## config.mk

```make
export PLATFORM = sky130hd
export DESIGN_NAME = stream_literal_replace
export DESIGN_NICKNAME = d
export VERILOG_FILES = /design/src/rtl/core/slr_pkg.sv /design/src/rtl/core/slr_cell.sv /design/src/rtl/core/slr_window.sv /design/src/rtl/core/slr_emitter.sv /design/src/rtl/core/stream_literal_replace.sv
export SDC_FILE = /design/constraint.sdc
export NUM_CORES = 1
export LEC_CHECK = 0
export ABC_AREA = 0
export BUFFER_PORTS_ARGS = -buffer_cell sky130_fd_sc_hd__buf_4
export CORE_MARGIN = 5
export CORE_UTILIZATION = 50
export DETAILED_ROUTE_END_ITERATION = 10
export MAX_ROUTING_LAYER = met4
export PLACE_DENSITY = 0.64
export SYNTH_ARGS = -nofsm -noshare
export SYNTH_HDL_FRONTEND = slang
export SYNTH_HIERARCHICAL = 1
export SYNTH_SLANG_ARGS = --single-unit
```

## constraint.sdc

```tcl
create_clock -name clk -period 24.5 [get_ports clk]
set_input_delay 3.675 -clock clk [delete_from_list [all_inputs] [get_ports clk]]
set_output_delay 3.675 -clock clk [all_outputs]
set_load 0.02 [all_outputs]
```

## src/rtl/core/slr_pkg.sv

```systemverilog
// Shared constants, types and register codes for the stream literal replacer.
`default_nettype none
package slr_pkg;

	localparam int MAX_PATTERN     = 8;
	localparam int MAX_REPLACEMENT = 8;
	localparam int FIELD_BYTES     = 8;
	localparam int PLEN_CAP  = (MAX_PATTERN < FIELD_BYTES) ? MAX_PATTERN : FIELD_BYTES;
	localparam int RLEN_CAP  = (MAX_REPLACEMENT < FIELD_BYTES) ? MAX_REPLACEMENT : FIELD_BYTES;
	localparam int NUM_CELLS = MAX_PATTERN - 1;
	localparam int SEQ_N     = (PLEN_CAP > RLEN_CAP) ? PLEN_CAP : RLEN_CAP;

	localparam int LEN_W      = 4;
	localparam int FILL_W     = $clog2(MAX_PATTERN);
	localparam int AGE_W      = $clog2(MAX_PATTERN);
	localparam int BYTE_IDX_W = $clog2(FIELD_BYTES);
	localparam int CFG_IDX_W  = 2;
	localparam int OUT_DATA_W = 16;

	localparam logic [CFG_IDX_W-1:0] REG_PATTERN_BYTES      = 2'd0;
	localparam logic [CFG_IDX_W-1:0] REG_PATTERN_LENGTH     = 2'd1;
	localparam logic [CFG_IDX_W-1:0] REG_REPLACEMENT_BYTES  = 2'd2;
	localparam logic [CFG_IDX_W-1:0] REG_REPLACEMENT_LENGTH = 2'd3;

	typedef logic [FIELD_BYTES-1:0][7:0] field_bytes_t;
	typedef logic [SEQ_N-1:0][7:0]       seq_t;

	typedef struct packed {
		field_bytes_t     pattern;
		logic [LEN_W-1:0] plen;
		field_bytes_t     repl;
		logic [LEN_W-1:0] rlen;
	} cfg_t;

	typedef struct packed {
		seq_t             seq;
		logic [LEN_W-1:0] cnt;
		logic             has;
		logic             fin;
	} job_t;

endpackage
`default_nettype wire

```

## src/rtl/core/slr_cell.sv

```systemverilog
// One window cell: holds a byte, passes it on, and extends the match chain.
`default_nettype none
module slr_cell (
	input  logic       clk,
	input  logic       shift,
	input  logic [7:0] byte_in,
	input  logic [7:0] pat_byte,
	input  logic       active,
	input  logic       match_in,
	output logic [7:0] byte_q,
	output logic       match_out
);
	always_ff @(posedge clk) begin
		if (shift) begin
			byte_q <= byte_in;
		end
	end

	// Cells beyond the current pattern length do not take part in the compare.
	assign match_out = match_in & (!active | (byte_q == pat_byte));
endmodule
`default_nettype wire

```

## src/rtl/core/slr_window.sv

```systemverilog
// Window of past bytes as a row of cells, fill count, and result job builder.
`default_nettype none
module slr_window (
	input  logic          clk,
	input  logic          arst_n,
	input  logic          accept,
	input  logic [7:0]    data_byte,
	input  logic          final_byte,
	input  logic          clear_fill,
	input  slr_pkg::cfg_t cfg,
	output slr_pkg::job_t job
);
	import slr_pkg::*;

	logic [FILL_W-1:0]     fill_q;
	logic [NUM_CELLS-1:0][7:0] cell_byte;
	logic [NUM_CELLS-1:0][7:0] cell_pat;
	logic [NUM_CELLS-1:0][7:0] cell_in;
	logic [NUM_CELLS-1:0]  cell_active;
	logic [NUM_CELLS:0]    chain;
	logic [NUM_CELLS-1:0][LEN_W-1:0] cell_pidx;
	logic [MAX_PATTERN-1:0][7:0] ages;

	logic [LEN_W-1:0] plen_m1;
	logic [LEN_W-1:0] n0;
	logic [LEN_W-1:0] n1;
	logic [LEN_W-1:0] start;
	logic [LEN_W-1:0] cnt;
	logic             full;
	logic             match;
	logic             use_repl;
	logic             has;

	assign plen_m1 = cfg.plen - LEN_W'(1);

	// Cell k holds the byte k+1 places before the incoming one.
	always_comb begin
		for (int k = 0; k < NUM_CELLS; k++) begin
			cell_active[k] = (LEN_W'(k + 1) <= plen_m1);
			cell_pidx[k]   = plen_m1 - LEN_W'(k + 1);
			cell_pat[k]    = cfg.pattern[cell_pidx[k][BYTE_IDX_W-1:0]];
			cell_in[k]     = (k == 0) ? data_byte : cell_byte[(k == 0) ? 0 : k - 1];
		end
	end

	assign chain[0] = (data_byte == cfg.pattern[plen_m1[BYTE_IDX_W-1:0]]);

	genvar g;
	generate
		for (g = 0; g < NUM_CELLS; g++) begin : g_cell
			slr_cell u_cell (
				.clk      (clk),
				.shift    (accept),
				.byte_in  (cell_in[g]),
				.pat_byte (cell_pat[g]),
				.active   (cell_active[g]),
				.match_in (chain[g]),
				.byte_q   (cell_byte[g]),
				.match_out(chain[g+1])
			);
		end
	endgenerate

	always_comb begin
		ages[0] = data_byte;
		for (int k = 0; k < NUM_CELLS; k++) begin
			ages[k+1] = cell_byte[k];
		end
	end

	always_comb begin
		n0 = (LEN_W'(fill_q) > plen_m1) ? plen_m1 : LEN_W'(fill_q);
		n1 = n0 + LEN_W'(1);
		full = (n1 == cfg.plen);
		match = full & chain[NUM_CELLS];
		use_repl = match;
		start = n0;
		cnt = '0;
		if (match) begin
			cnt = cfg.rlen;
		end else if (full) begin
			start = plen_m1;
			cnt = final_byte ? cfg.plen : LEN_W'(1);
		end else begin
			cnt = final_byte ? n1 : '0;
		end
		has = 1'b1;
		if (final_byte && (cnt == '0)) begin
			cnt = LEN_W'(1);
			has = 1'b0;
		end
	end

	// Results are listed oldest first: replacement bytes, or window bytes by age.
	always_comb begin
		for (int j = 0; j < SEQ_N; j++) begin
			if (!has) begin
				job.seq[j] = 8'h00;
			end else if (use_repl) begin
				job.seq[j] = cfg.repl[j];
			end else if (LEN_W'(j) <= start) begin
				job.seq[j] = ages[start[AGE_W-1:0] - AGE_W'(j)];
			end else begin
				job.seq[j] = 8'h00;
			end
		end
		job.cnt = cnt;
		job.has = has;
		job.fin = final_byte;
	end

	always_ff @(posedge clk or negedge arst_n) begin
		if (!arst_n) begin
			fill_q <= '0;
		end else if (clear_fill) begin
			fill_q <= '0;
		end else if (accept) begin
			if (final_byte || match) begin
				fill_q <= '0;
			end else if (full) begin
				fill_q <= plen_m1[FILL_W-1:0];
			end else begin
				fill_q <= n1[FILL_W-1:0];
			end
		end
	end
endmodule
`default_nettype wire

```

## src/rtl/core/slr_emitter.sv

```systemverilog
// Output stage: holds the result bytes of one input byte and hands them out in order.
`default_nettype none
module slr_emitter (
	input  logic          clk,
	input  logic          arst_n,
	input  logic          accept,
	input  slr_pkg::job_t job,
	output logic          take_ok,
	output logic          out_valid,
	input  logic          out_ready,
	output logic [7:0]    out_byte,
	output logic          has_byte,
	output logic          run_last,
	output logic          stream_end
);
	import slr_pkg::*;

	logic [LEN_W-1:0] rem_q;
	seq_t             seq_q;
	logic             has_q;
	logic             fin_q;
	logic             load;
	logic             emit;

	assign out_valid = (rem_q != '0);
	assign emit      = out_valid & out_ready;
	assign load      = accept & (job.cnt != '0);
	// A new job may enter while the last result of the current one leaves.
	assign take_ok   = (rem_q == '0) || ((rem_q == LEN_W'(1)) && out_ready);

	always_ff @(posedge clk or negedge arst_n) begin
		if (!arst_n) begin
			rem_q <= '0;
		end else if (load) begin
			rem_q <= job.cnt;
		end else if (emit) begin
			rem_q <= rem_q - LEN_W'(1);
		end
	end

	always_ff @(posedge clk) begin
		if (load) begin
			seq_q <= job.seq;
			has_q <= job.has;
			fin_q <= job.fin;
		end else if (emit) begin
			seq_q <= seq_t'(seq_q >> 8);
		end
	end

	assign out_byte   = seq_q[0];
	assign has_byte   = has_q;
	assign run_last   = (rem_q == LEN_W'(1));
	assign stream_end = run_last & fin_q;
endmodule
`default_nettype wire

```

## src/rtl/core/stream_literal_replace.sv

```systemverilog
// Latency: the first result of a byte is shown the cycle after its transaction.
// Throughput: one byte per cycle while each byte yields at most one result and the
// output is ready; a byte with several results (replacement or end flush, up to 8) holds
// the output stage, and the input waits until its last result is being taken.
// Reset: pattern_length returns to 1, the other registers to 0, window and output empty.
`default_nettype none
module stream_literal_replace (
	input  logic                             clk,
	input  logic                             arst_n,
	input  logic                             s_tvalid,
	output logic                             s_tready,
	input  logic [7:0]                       s_tdata,  // [7:0] data_byte
	input  logic                             s_tlast,  // final_byte
	output logic                             m_tvalid,
	input  logic                             m_tready,
	output logic [slr_pkg::OUT_DATA_W-1:0]   m_tdata,  // [7:0] out_byte, [8] run_last
	output logic                             m_tuser,  // has_byte
	output logic                             m_tlast,  // stream_end
	input  logic                             cfg_valid,
	output logic                             cfg_ready,
	input  logic [slr_pkg::CFG_IDX_W-1:0]    cfg_index,
	input  logic [63:0]                      cfg_data
);
	import slr_pkg::*;

	cfg_t             cfg_q;
	job_t             job;
	logic             accept;
	logic             cfg_write;
	logic             clear_fill;
	logic [LEN_W-1:0] plen_raw;
	logic [LEN_W-1:0] rlen_raw;
	logic [LEN_W-1:0] plen_eff;
	logic [LEN_W-1:0] rlen_eff;
	logic [7:0]       out_byte;
	logic             run_last;

	assign cfg_ready  = 1'b1;
	assign cfg_write  = cfg_valid & cfg_ready;
	assign clear_fill = cfg_write & (cfg_index == REG_PATTERN_LENGTH);
	assign accept     = s_tvalid & s_tready;

	assign plen_raw = cfg_data[LEN_W-1:0];
	assign rlen_raw = cfg_data[LEN_W-1:0];

	always_comb begin
		if (plen_raw == '0) begin
			plen_eff = LEN_W'(1);
		end else if (plen_raw > LEN_W'(PLEN_CAP)) begin
			plen_eff = LEN_W'(PLEN_CAP);
		end else begin
			plen_eff = plen_raw;
		end
		rlen_eff = (rlen_raw > LEN_W'(RLEN_CAP)) ? LEN_W'(RLEN_CAP) : rlen_raw;
	end

	always_ff @(posedge clk or negedge arst_n) begin
		if (!arst_n) begin
			cfg_q.pattern <= '0;
			cfg_q.plen    <= LEN_W'(1);
			cfg_q.repl    <= '0;
			cfg_q.rlen    <= '0;
		end else if (cfg_write) begin
			case (cfg_index)
				REG_PATTERN_BYTES:      cfg_q.pattern <= field_bytes_t'(cfg_data);
				REG_PATTERN_LENGTH:     cfg_q.plen    <= plen_eff;
				REG_REPLACEMENT_BYTES:  cfg_q.repl    <= field_bytes_t'(cfg_data);
				REG_REPLACEMENT_LENGTH: cfg_q.rlen    <= rlen_eff;
				default: ;
			endcase
		end
	end

	slr_window u_window (
		.clk       (clk),
		.arst_n    (arst_n),
		.accept    (accept),
		.data_byte (s_tdata),
		.final_byte(s_tlast),
		.clear_fill(clear_fill),
		.cfg       (cfg_q),
		.job       (job)
	);

	slr_emitter u_emitter (
		.clk       (clk),
		.arst_n    (arst_n),
		.accept    (accept),
		.job       (job),
		.take_ok   (s_tready),
		.out_valid (m_tvalid),
		.out_ready (m_tready),
		.out_byte  (out_byte),
		.has_byte  (m_tuser),
		.run_last  (run_last),
		.stream_end(m_tlast)
	);

	assign m_tdata = {(OUT_DATA_W - 9)'(0), run_last, out_byte};
endmodule
`default_nettype wire

```

Yosys cells after proc, flatten, opt, wreduce, memory -nomap -nowiden
Index checks and enable logic that the tools add are counted.
{"block": "totals", "ff_bits": 265, "input_bits": 80, "out_inout_bits": 21, "word_cells": 218}
{"block": "classes", "add_sub_neg": 17, "order_cmp": 33, "eq_ne": 13, "muxes": 75, "bitwise_logic": 20, "reduce_logical": 23}
{"operator": "8-bit binary-select mux with 3-bit select", "count": 16}
{"operator": "8-bit two-way mux", "count": 40}
{"operator": "64-bit two-way mux", "count": 2}
{"operator": "8-bit == test", "count": 8}
{"operator": "3-bit by 4-bit less-than comparator with 1-bit output, second input constant", "count": 16}
{"operator": "4-bit two-way mux", "count": 12}
{"operator": "3-bit by 4-bit less-or-equal comparator with 1-bit output, first input constant", "count": 8}
{"operator": "3-bit subtractor, second input constant", "count": 8}
{"operator": "2-bit by 4-bit less-or-equal comparator with 1-bit output, first input constant", "count": 4}
{"operator": "1-bit bitwise AND", "count": 13}
{"operator": "1-bit by 4-bit less-or-equal comparator with 1-bit output, first input constant", "count": 3}
{"operator": "4-bit logical NOT", "count": 3}
{"operator": "3-bit two-way mux", "count": 4}
{"operator": "3-bit by 2-bit subtractor with 3-bit output, second input constant", "count": 4}
{"operator": "2-bit AND reduction", "count": 4}
{"operator": "4-bit nonzero test", "count": 2}
{"operator": "4-bit by 1-bit subtractor with 4-bit output, second input constant", "count": 2}
{"operator": "1-bit logical NOT", "count": 7}
{"operator": "1-bit OR", "count": 7}
{"operator": "3-bit by 1-bit subtractor with 3-bit output, second input constant", "count": 2}
{"operator": "4-bit by 1-bit adder with 4-bit output, second input constant", "count": 1}
{"operator": "2-bit == test, second input constant", "count": 2}
{"operator": "4-bit by 1-bit == test with 1-bit output, second input constant", "count": 1}
{"operator": "4-bit == test", "count": 1}
{"operator": "8 further kinds", "count": 11}

Logic depth before layout (Yosys ltp)
Gate-level depths: netlist of the first run.
{"block": "logic_depth", "depth_word": 22, "ltp_mapped": 36, "depth_no_buf": 27}

Hierarchy
Netlist of the first run, hierarchy kept.
{"module": "slr_window", "instances": 1, "cells_per_inst": 930, "area_per_inst_um2": 7848.8}
{"module": "stream_literal_replace", "instances": 1, "cells_per_inst": 310, "area_per_inst_um2": 5813.1}
{"module": "slr_emitter", "instances": 1, "cells_per_inst": 301, "area_per_inst_um2": 3114.2}
{"module": "slr_cell", "instances": 7, "cells_per_inst": 20, "area_per_inst_um2": 334.1}

Worst setup path before layout of the first run
OpenSTA, ideal clock, no wires.
{"block": "synth_path", "kind": "register to register", "start": "reg cfg_q[68] (netlist bit)", "end": "reg u_emitter.seq_q (netlist bit u_emitter/out_byte[0]), enable pin", "setup_ps": 689, "arrival_time_ps": 8026, "path_slack_ps": 15785, "path_stages_with_launch": 30, "synth_period_minus_slack_ps": 8715, "path_cell_list": "dfstp_2 clkinv_1 clkbuf_1 clkbuf_1 ha_1 xor2_4 inv_2 buf_1 clkbuf_1 ha_1 or2_2 o311ai_2 nor2_1 a21boi_2 inv_2 buf_2 ha_1 buf_2 xor2_1 xnor2_1 nand4_1 o21ai_2 and2_1 buf_2 clkbuf_1 o21ai_0 o41ai_4 buf_2 buf_4 nand2_1"}
{"element": "start: declaration", "line_no": "stream_literal_replace.sv:26", "rtl": "cfg_t cfg_q;"}
{"element": "end signal: assignment", "line_no": "slr_emitter.sv:43", "rtl": "seq_q <= job.seq;"}
{"element": "end signal: assignment", "line_no": "slr_emitter.sv:47", "rtl": "seq_q <= seq_t'(seq_q >> 8);"}
{"element": "end: declaration", "line_no": "slr_emitter.sv:19", "rtl": "seq_t seq_q;"}

==> results.yml, run 1 <==
setup_path:
  timing.setup.critical_path_class: "flip-flop to flip-flop"
  regToRegStartpoint: "cfg_q[68]"
  critPathRequiredTime_ns: 24.82
  cp_top_family: "buffers and inverters"
  crit_buf_inv: 8
  path_cells: "clkinv_1 > buf_4 > ha_4 > xor2_4 > inv_2 > ha_1 > or2_2 > o311ai_2 > buf_4 > o21ai_2 > a21boi_4 > inv_2 > ha_1 > xor2_1 > xnor2_1 > nand4_1 > o21ai_2 > buf_4 > and2_1 > o21ai_0 > o41ai_4 > buf_4 > inv_2 > and2_1"
  slowest_stage: "dfstp_4"
  path_max_fanout: 89
  path_common_cell: "buf_4"
  cp-startpoint: "cfg_q[68]"
  end_kind: "flip-flop"
  start_kind: "flip-flop"
  max_stage_delay_ns: 1.16
  crit_arrival_ns: 10.98
routing:
  routed_via_density: 6.65
  ant_nets: 0
  first_pass_iters: 7
  num_vias: 14900
  wire_per_inst_um: 30.9
  routed_wl_um: 69200
  drc_errors: 0
  drtIter0Drc: 1678
clocking:
  hold_buffers: 0
  root_buffer: "clkbuf_16"
  clkTransAtPathRegs_ns: 0.06
  clock_tree.buffer_depth: 3
  ctsResizeCount: 0
  clkLatencyLatePin_ns: 0.59
  post_cts_buffers: 0
  clock-sinks: 265
  cts_made_buffers: 30
  htree_levels: 1
  cts_tree: "built"
yosys:
  yosysWarningCount: 6
  synth_edf_count: 122
  synthTopCellsByArea: "edfxtp_1 (19%), dfrtp_1 (19%), mux2_4 (9.4%), mux4_2 (9.4%), mux2_2 (6.2%)"
  avgSynthCellArea_um2: 11.4
  synth_top_area_share: 0.192
  postSynthCellCount: 1681
  syn_area_um2: 19100
  ys_seq_elements: 265
  synth_area_leader_cell: "edfxtp_1"
  ys_seq_area_frac: 0.379
  ys.flop_type: "dfrtp_1"
  synth_async_sr_flop_share: 0.540
  synth_cell_types: 77
final_layout:
  final_cell_count_no_fill: 2238
  fin_nets: 1800
  layout_commonest_cell: "nand2_1"
  final_cell_mix: "nand2_1 (236), dfrtp_1 (142), buf_4 (127)"
  layout-drive-gt1-share: 0.300
  design_area_um2: 21000
  area_growth_pct: 9.62
worst_hold_path:
  hp-class: "flip-flop to flip-flop"
  min-delay-start: "u_emitter/seq_q[60]"
global_route:
  grt_max_degree: 90
  grt_use_total: 0.332
  grt_pass1_wl_um: 99800
  antenna_found_initial: 1
  grt_pass1_vias: 14300
  grt-ovfl-total: 0
die:
  die_h_um: 206
  io_pins: 101
  core-area_um2: 37700
  die_x_um: 206
  start_util: 0.507
  dieArea_um2: 42200
  rows: 71
timing:
  finalSetupViolCount: 0
  period_share: 0.435
  finClkSkew_ns: 0.0275
  rsz0062_at_grt: "false"
  tns_ns: 0
  hold_violations: 0
  max_slew_margin: 0.234
  fmax_mhz: 93.8
  min_period_ns: 10.66
  whs_ns: 0.516
  slew_viol_final: 0
  worstMarginPinSlew_ns: 1.15
placement:
  port_buffers: 92
  dp_hpwl_um: 50000
  post_dp_cell_area_um2: 19900
  place.gp.congestion: 0.998
  placedCellCount: 2181
power:
  total_leakage_power_nw: 8.43
  ir_worst_vdd_uv: 72.5
  power_density_nw_per_um2: 138
  fin_total_pwr_mw: 2.90
status:
  status: "complete, no violations"
flow_run:
  drv_cap: 0
==> layer usage <==
| metal | global-route usage | share of wire | vias to the layer above |
|---|---|---|---|
| met1 | 0.458 | 0.42 | 7526 |
| met3 | 0.0690 | 0.089 | 186 |
| met2 | 0.478 | 0.43 | 795 |
| met5 | - | 0 | - |
| li1 | - | - | 6373 |
| met4 | 0.142 | 0.058 | 0 |
==> Yosys cell counts (8+ instances only) <==
library cell,number
a2111oi_0,8
a211oi_1,26
a21oi_1,116
a22o_1,42
a22oi_1,9
and2_1,45
buf_1,17
buf_12,12
buf_2,19
buf_4,25
clkbuf_1,70
dfrtp_1,142
edfxtp_1,122
ha_1,18
inv_1,11
mux2_2,105
mux2_4,120
mux2i_1,95
mux4_2,80
nand2_1,237
nand3_1,12
nand4_1,21
nor2_1,41
nor2b_1,8
nor3_1,10
nor4_1,24
o21ai_0,39
o221ai_1,20
o22ai_1,13
o2bb2ai_1,9
or4_1,16
xnor2_1,60
xor2_1,11
==> worst min-delay path, stage by stage, from the launching register on <==
cell and delay (ns):
edfxtp_1 0.32, nand2_1 0.05, nand2_1 0.05
==> registers in the layout (all words and copies together), names as in the netlist <==
signal	flops
cfg_q	136
u_emitter/seq_q	56
u_window/g_cell.u_cell/byte_q	56
u_emitter/out_byte	8
u_emitter/rem_q	4
u_window/fill_q	3
u_emitter/fin_q	1
u_emitter/has_byte	1
==> per-stage QoR <==
step	utilization	setup slack, ns
floorplan	-	15.78
CTS	0.556	13.86
detailed placement	0.529	13.88
finish	0.556	13.84
global placement	0.529	14.05
global route	0.556	13.00
==> cell families after synthesis <==
logic type                 after synthesis  share of synthesized area
and+or+nand+nor                        438                      0.109
muxes                                  400                      0.300
AOI/OAI and AO/OA                      320                      0.113
DFF                                    265                      0.379
buffers and inverters                  162                     0.0490
xor gates and xnor gates                76                     0.0374
adders and majority gates               18                     0.0118
other                                    2                   0.000393
==> power by group <==
group          internal [mW]  leakage, nW  switching, mW
Sequential             0.636         2.87          0.164
Clock                  0.275        0.508          0.194
Combinational          0.703         5.05          0.923
==> layout make-up <==
class,count,area [µm²]
Multi-Input combinational cell,1260,11000
Antenna cell,2,5.00
Tap cell,511,639
Fill cell,3320,16700
Clock buffer,38,842
Clock inverter,17,181
Inverter,17,63.8
Sequential cell,265,7250
Timing Repair Buffer,128,965
==> path summary, 6_finish.rpt <==
path / endpoint / slack [ns] / cells after the start
worst min register to register: u_emitter/seq_q[52] / 0.52 / 2
worst max register to register: u_emitter/seq_q[61] / 13.84 / 24
worst min-delay path: u_emitter/seq_q[52] / 0.52 / 2
min in group asynchronous: u_emitter/rem_q[1] / 3.07 / 1
worst max-delay path: u_emitter/seq_q[61] / 13.84 / 24
max in group asynchronous: cfg_q[129] / 19.94 / 2
Note: power is estimated with default switching activity, not from simulation.
==> run 2, diff against run 1 <==
clock period = 9.95 ns   (was 24.5 ns; I/O delays follow)
==> results.yml, run 2 (same netlist as run 1, synthesis figures left out) <==
timing:
  hold_violations: 0
  finalSetupViolCount: 0
  period_share: 0.826
  min_period_ns: 8.22
  tns_ns: 0
  worstMarginPinSlew_ns: 1.31
  setup_slack_ns: 1.73
  finClkSkew_ns: 0.0248
  fmax_mhz: 122
  whs_ns: 0.515
  max_slew_margin: 0.126
  rsz0062_at_grt: "false"
  slew_viol_final: 0
setup_path:
  critPathRequiredTime_ns: 10.23
  rr_worst_depth: 23
  path_common_cell: "buf_4"
  slowest_stage: "o21ai_2"
  reg2reg_setup_slack_ns: 1.73
  end_kind: "flip-flop"
  timing.setup.critical_path_class: "flip-flop to flip-flop"
  r2r_end: "u_emitter/seq_q[63]"
  path_max_fanout: 60
  path_cells: "clkinv_1 > ha_4 > xor2_4 > inv_2 > ha_1 > nand3_1 > o311ai_2 > o21ai_2 > a21boi_4 > inv_2 > buf_4 > ha_1 > xor2_1 > xnor2_1 > nand4_1 > o21ai_2 > nand2_1 > nand3b_1 > nand2_1 > o41ai_4 > buf_4 > nand2_2 > buf_4"
  start_kind: "flip-flop"
  crit_arrival_ns: 8.50
  regToRegStartpoint: "cfg_q[68]"
  max_stage_delay_ns: 0.78
clocking:
  clock_tree.buffer_depth: 3
  post_cts_buffers: 0
  clkLatencyLatePin_ns: 0.58
  hold_buffers: 0
  ctsResizeCount: 0
  htree_levels: 1
  cts_tree: "built"
  clock-sinks: 265
  clkTransAtPathRegs_ns: 0.07
  root_buffer: "clkbuf_16"
  cts_made_buffers: 30
final_layout:
  final_cell_mix: "nand2_1 (236), dfrtp_1 (142), buf_4 (124)"
  largest_reg_flops: 136
  area_growth_pct: 9.28
  layout-drive-gt1-share: 0.298
  largestRegisters: "cfg_q x136, u_emitter/seq_q x56, u_window/g_cell.u_cell/byte_q x56"
  fin_nets: 1798
  diodes: 0
  regMostFlops: "cfg_q"
  layout_commonest_cell: "nand2_1"
global_route:
  grt-ovfl-total: 0
  grt_pass1_wl_um: 98000
  grt_use_total: 0.322
  grt_pass1_vias: 14000
  grt_max_degree: 81
  antenna_found_initial: 0
die:
  core-area_um2: 37700
  io_pins: 101
  die_h_um: 206
  start_util: 0.507
  die_x_um: 206
  rows: 71
  dieArea_um2: 42200
power:
  total_leakage_power_nw: 8.40
  power_density_nw_per_um2: 342
  switchingPower_mw: 3.19
  switching_share: 0.446
  ir_worst_vdd_uv: 153
  intPower_mw: 3.96
  p_seq_frac: 0.273
  combPwrFrac: 0.573
  pwr-share-clk: 0.154
worst_hold_path:
  hp-class: "flip-flop to flip-flop"
  hold_depth: 2
  min-delay-start: "u_emitter/seq_q[45]"
  whs_endpoint: "u_emitter/seq_q[37]"
routing:
  first_pass_iters: 6
  drtIter0Drc: 1908
  wire_per_inst_um: 30.0
  ant_nets: 0
  drc_errors: 0
  num_vias: 14900
  routed_wl_um: 67100
  routed_via_density: 6.65
placement:
  dp_hpwl_um: 48200
  dp_slack_ns: 1.83
  place.gp.congestion: 0.995
  port_buffers: 92
flow_run:
  drv_cap: 0
status:
  status: "complete, no violations"
## run 2: cell type report
cell class,instances,area (µm²)
Timing Repair Buffer,126,962
Sequential cell,265,7250
Tap cell,511,639
Inverter,17,63.8
Multi-Input combinational cell,1260,11000
Clock buffer,43,861
Clock inverter,13,105
Fill cell,3228,16800
## run 2: how the worst max path moves through the flow
stage | startpoint | end | cells past startpoint
2_1_floorplan | cfg_q[68] | u_emitter/out_byte[0] | 29
4_1_cts | cfg_q[68] | u_emitter/seq_q[42] | 23
5_1_grt | cfg_q[68] | u_emitter/seq_q[56] | 24
3_5_place_dp | cfg_q[68] | u_emitter/seq_q[60] | 23
3_3_place_gp | cfg_q[68] | u_emitter/seq_q[57] | 23
6_report | cfg_q[68] | u_emitter/seq_q[63] | 23
## run 2: layer usage
metal / wire, µm / global-route usage
met1: 27400 / 0.447
met2: 30200 / 0.490
met3: 6810 / 0.0596
met4: 2640 / 0.0900
met5: 0 / -
## run 2: worst max-delay path: cells and delay by family (launching register included)
kind | cells | cell delay [ns]
adders and majority gates | 3 | 0.88
xor gates and xnor gates | 3 | 0.75
buffers and inverters | 6 | 1.52
and+or+nand+nor | 6 | 1.84
DFF | 1 | 0.69
AOI/OAI and AO/OA | 5 | 2.20
## run 2: power groups by stage
stage | clock, mW | combinational [mW] | sequential (mW)
2_1_floorplan | 0 | 2.89 | 1.76
3_3_place_gp | 0 | 3.96 | 1.95
3_5_place_dp | 0 | 3.99 | 1.95
4_1_cts | 1.11 | 4.00 | 1.93
5_1_grt | 1.16 | 4.30 | 1.97
6_report | 1.10 | 4.10 | 1.95
## run 2: stage by stage
| stage | cell area, µm² | total power, mW | instances | util |
|---|---|---|---|---|
| 2_1_floorplan | 19100 | 4.65 | 1687 | - |
| 3_3_place_gp | 19900 | 5.90 | 2179 | 0.529 |
| 3_5_place_dp | 19900 | 5.94 | 2179 | 0.529 |
| 4_1_cts | 20900 | 7.05 | 2235 | 0.555 |
| 5_1_grt | 20900 | 7.42 | 2235 | 0.555 |
| 6_report | 20900 | 7.15 | 2235 | 0.555 |
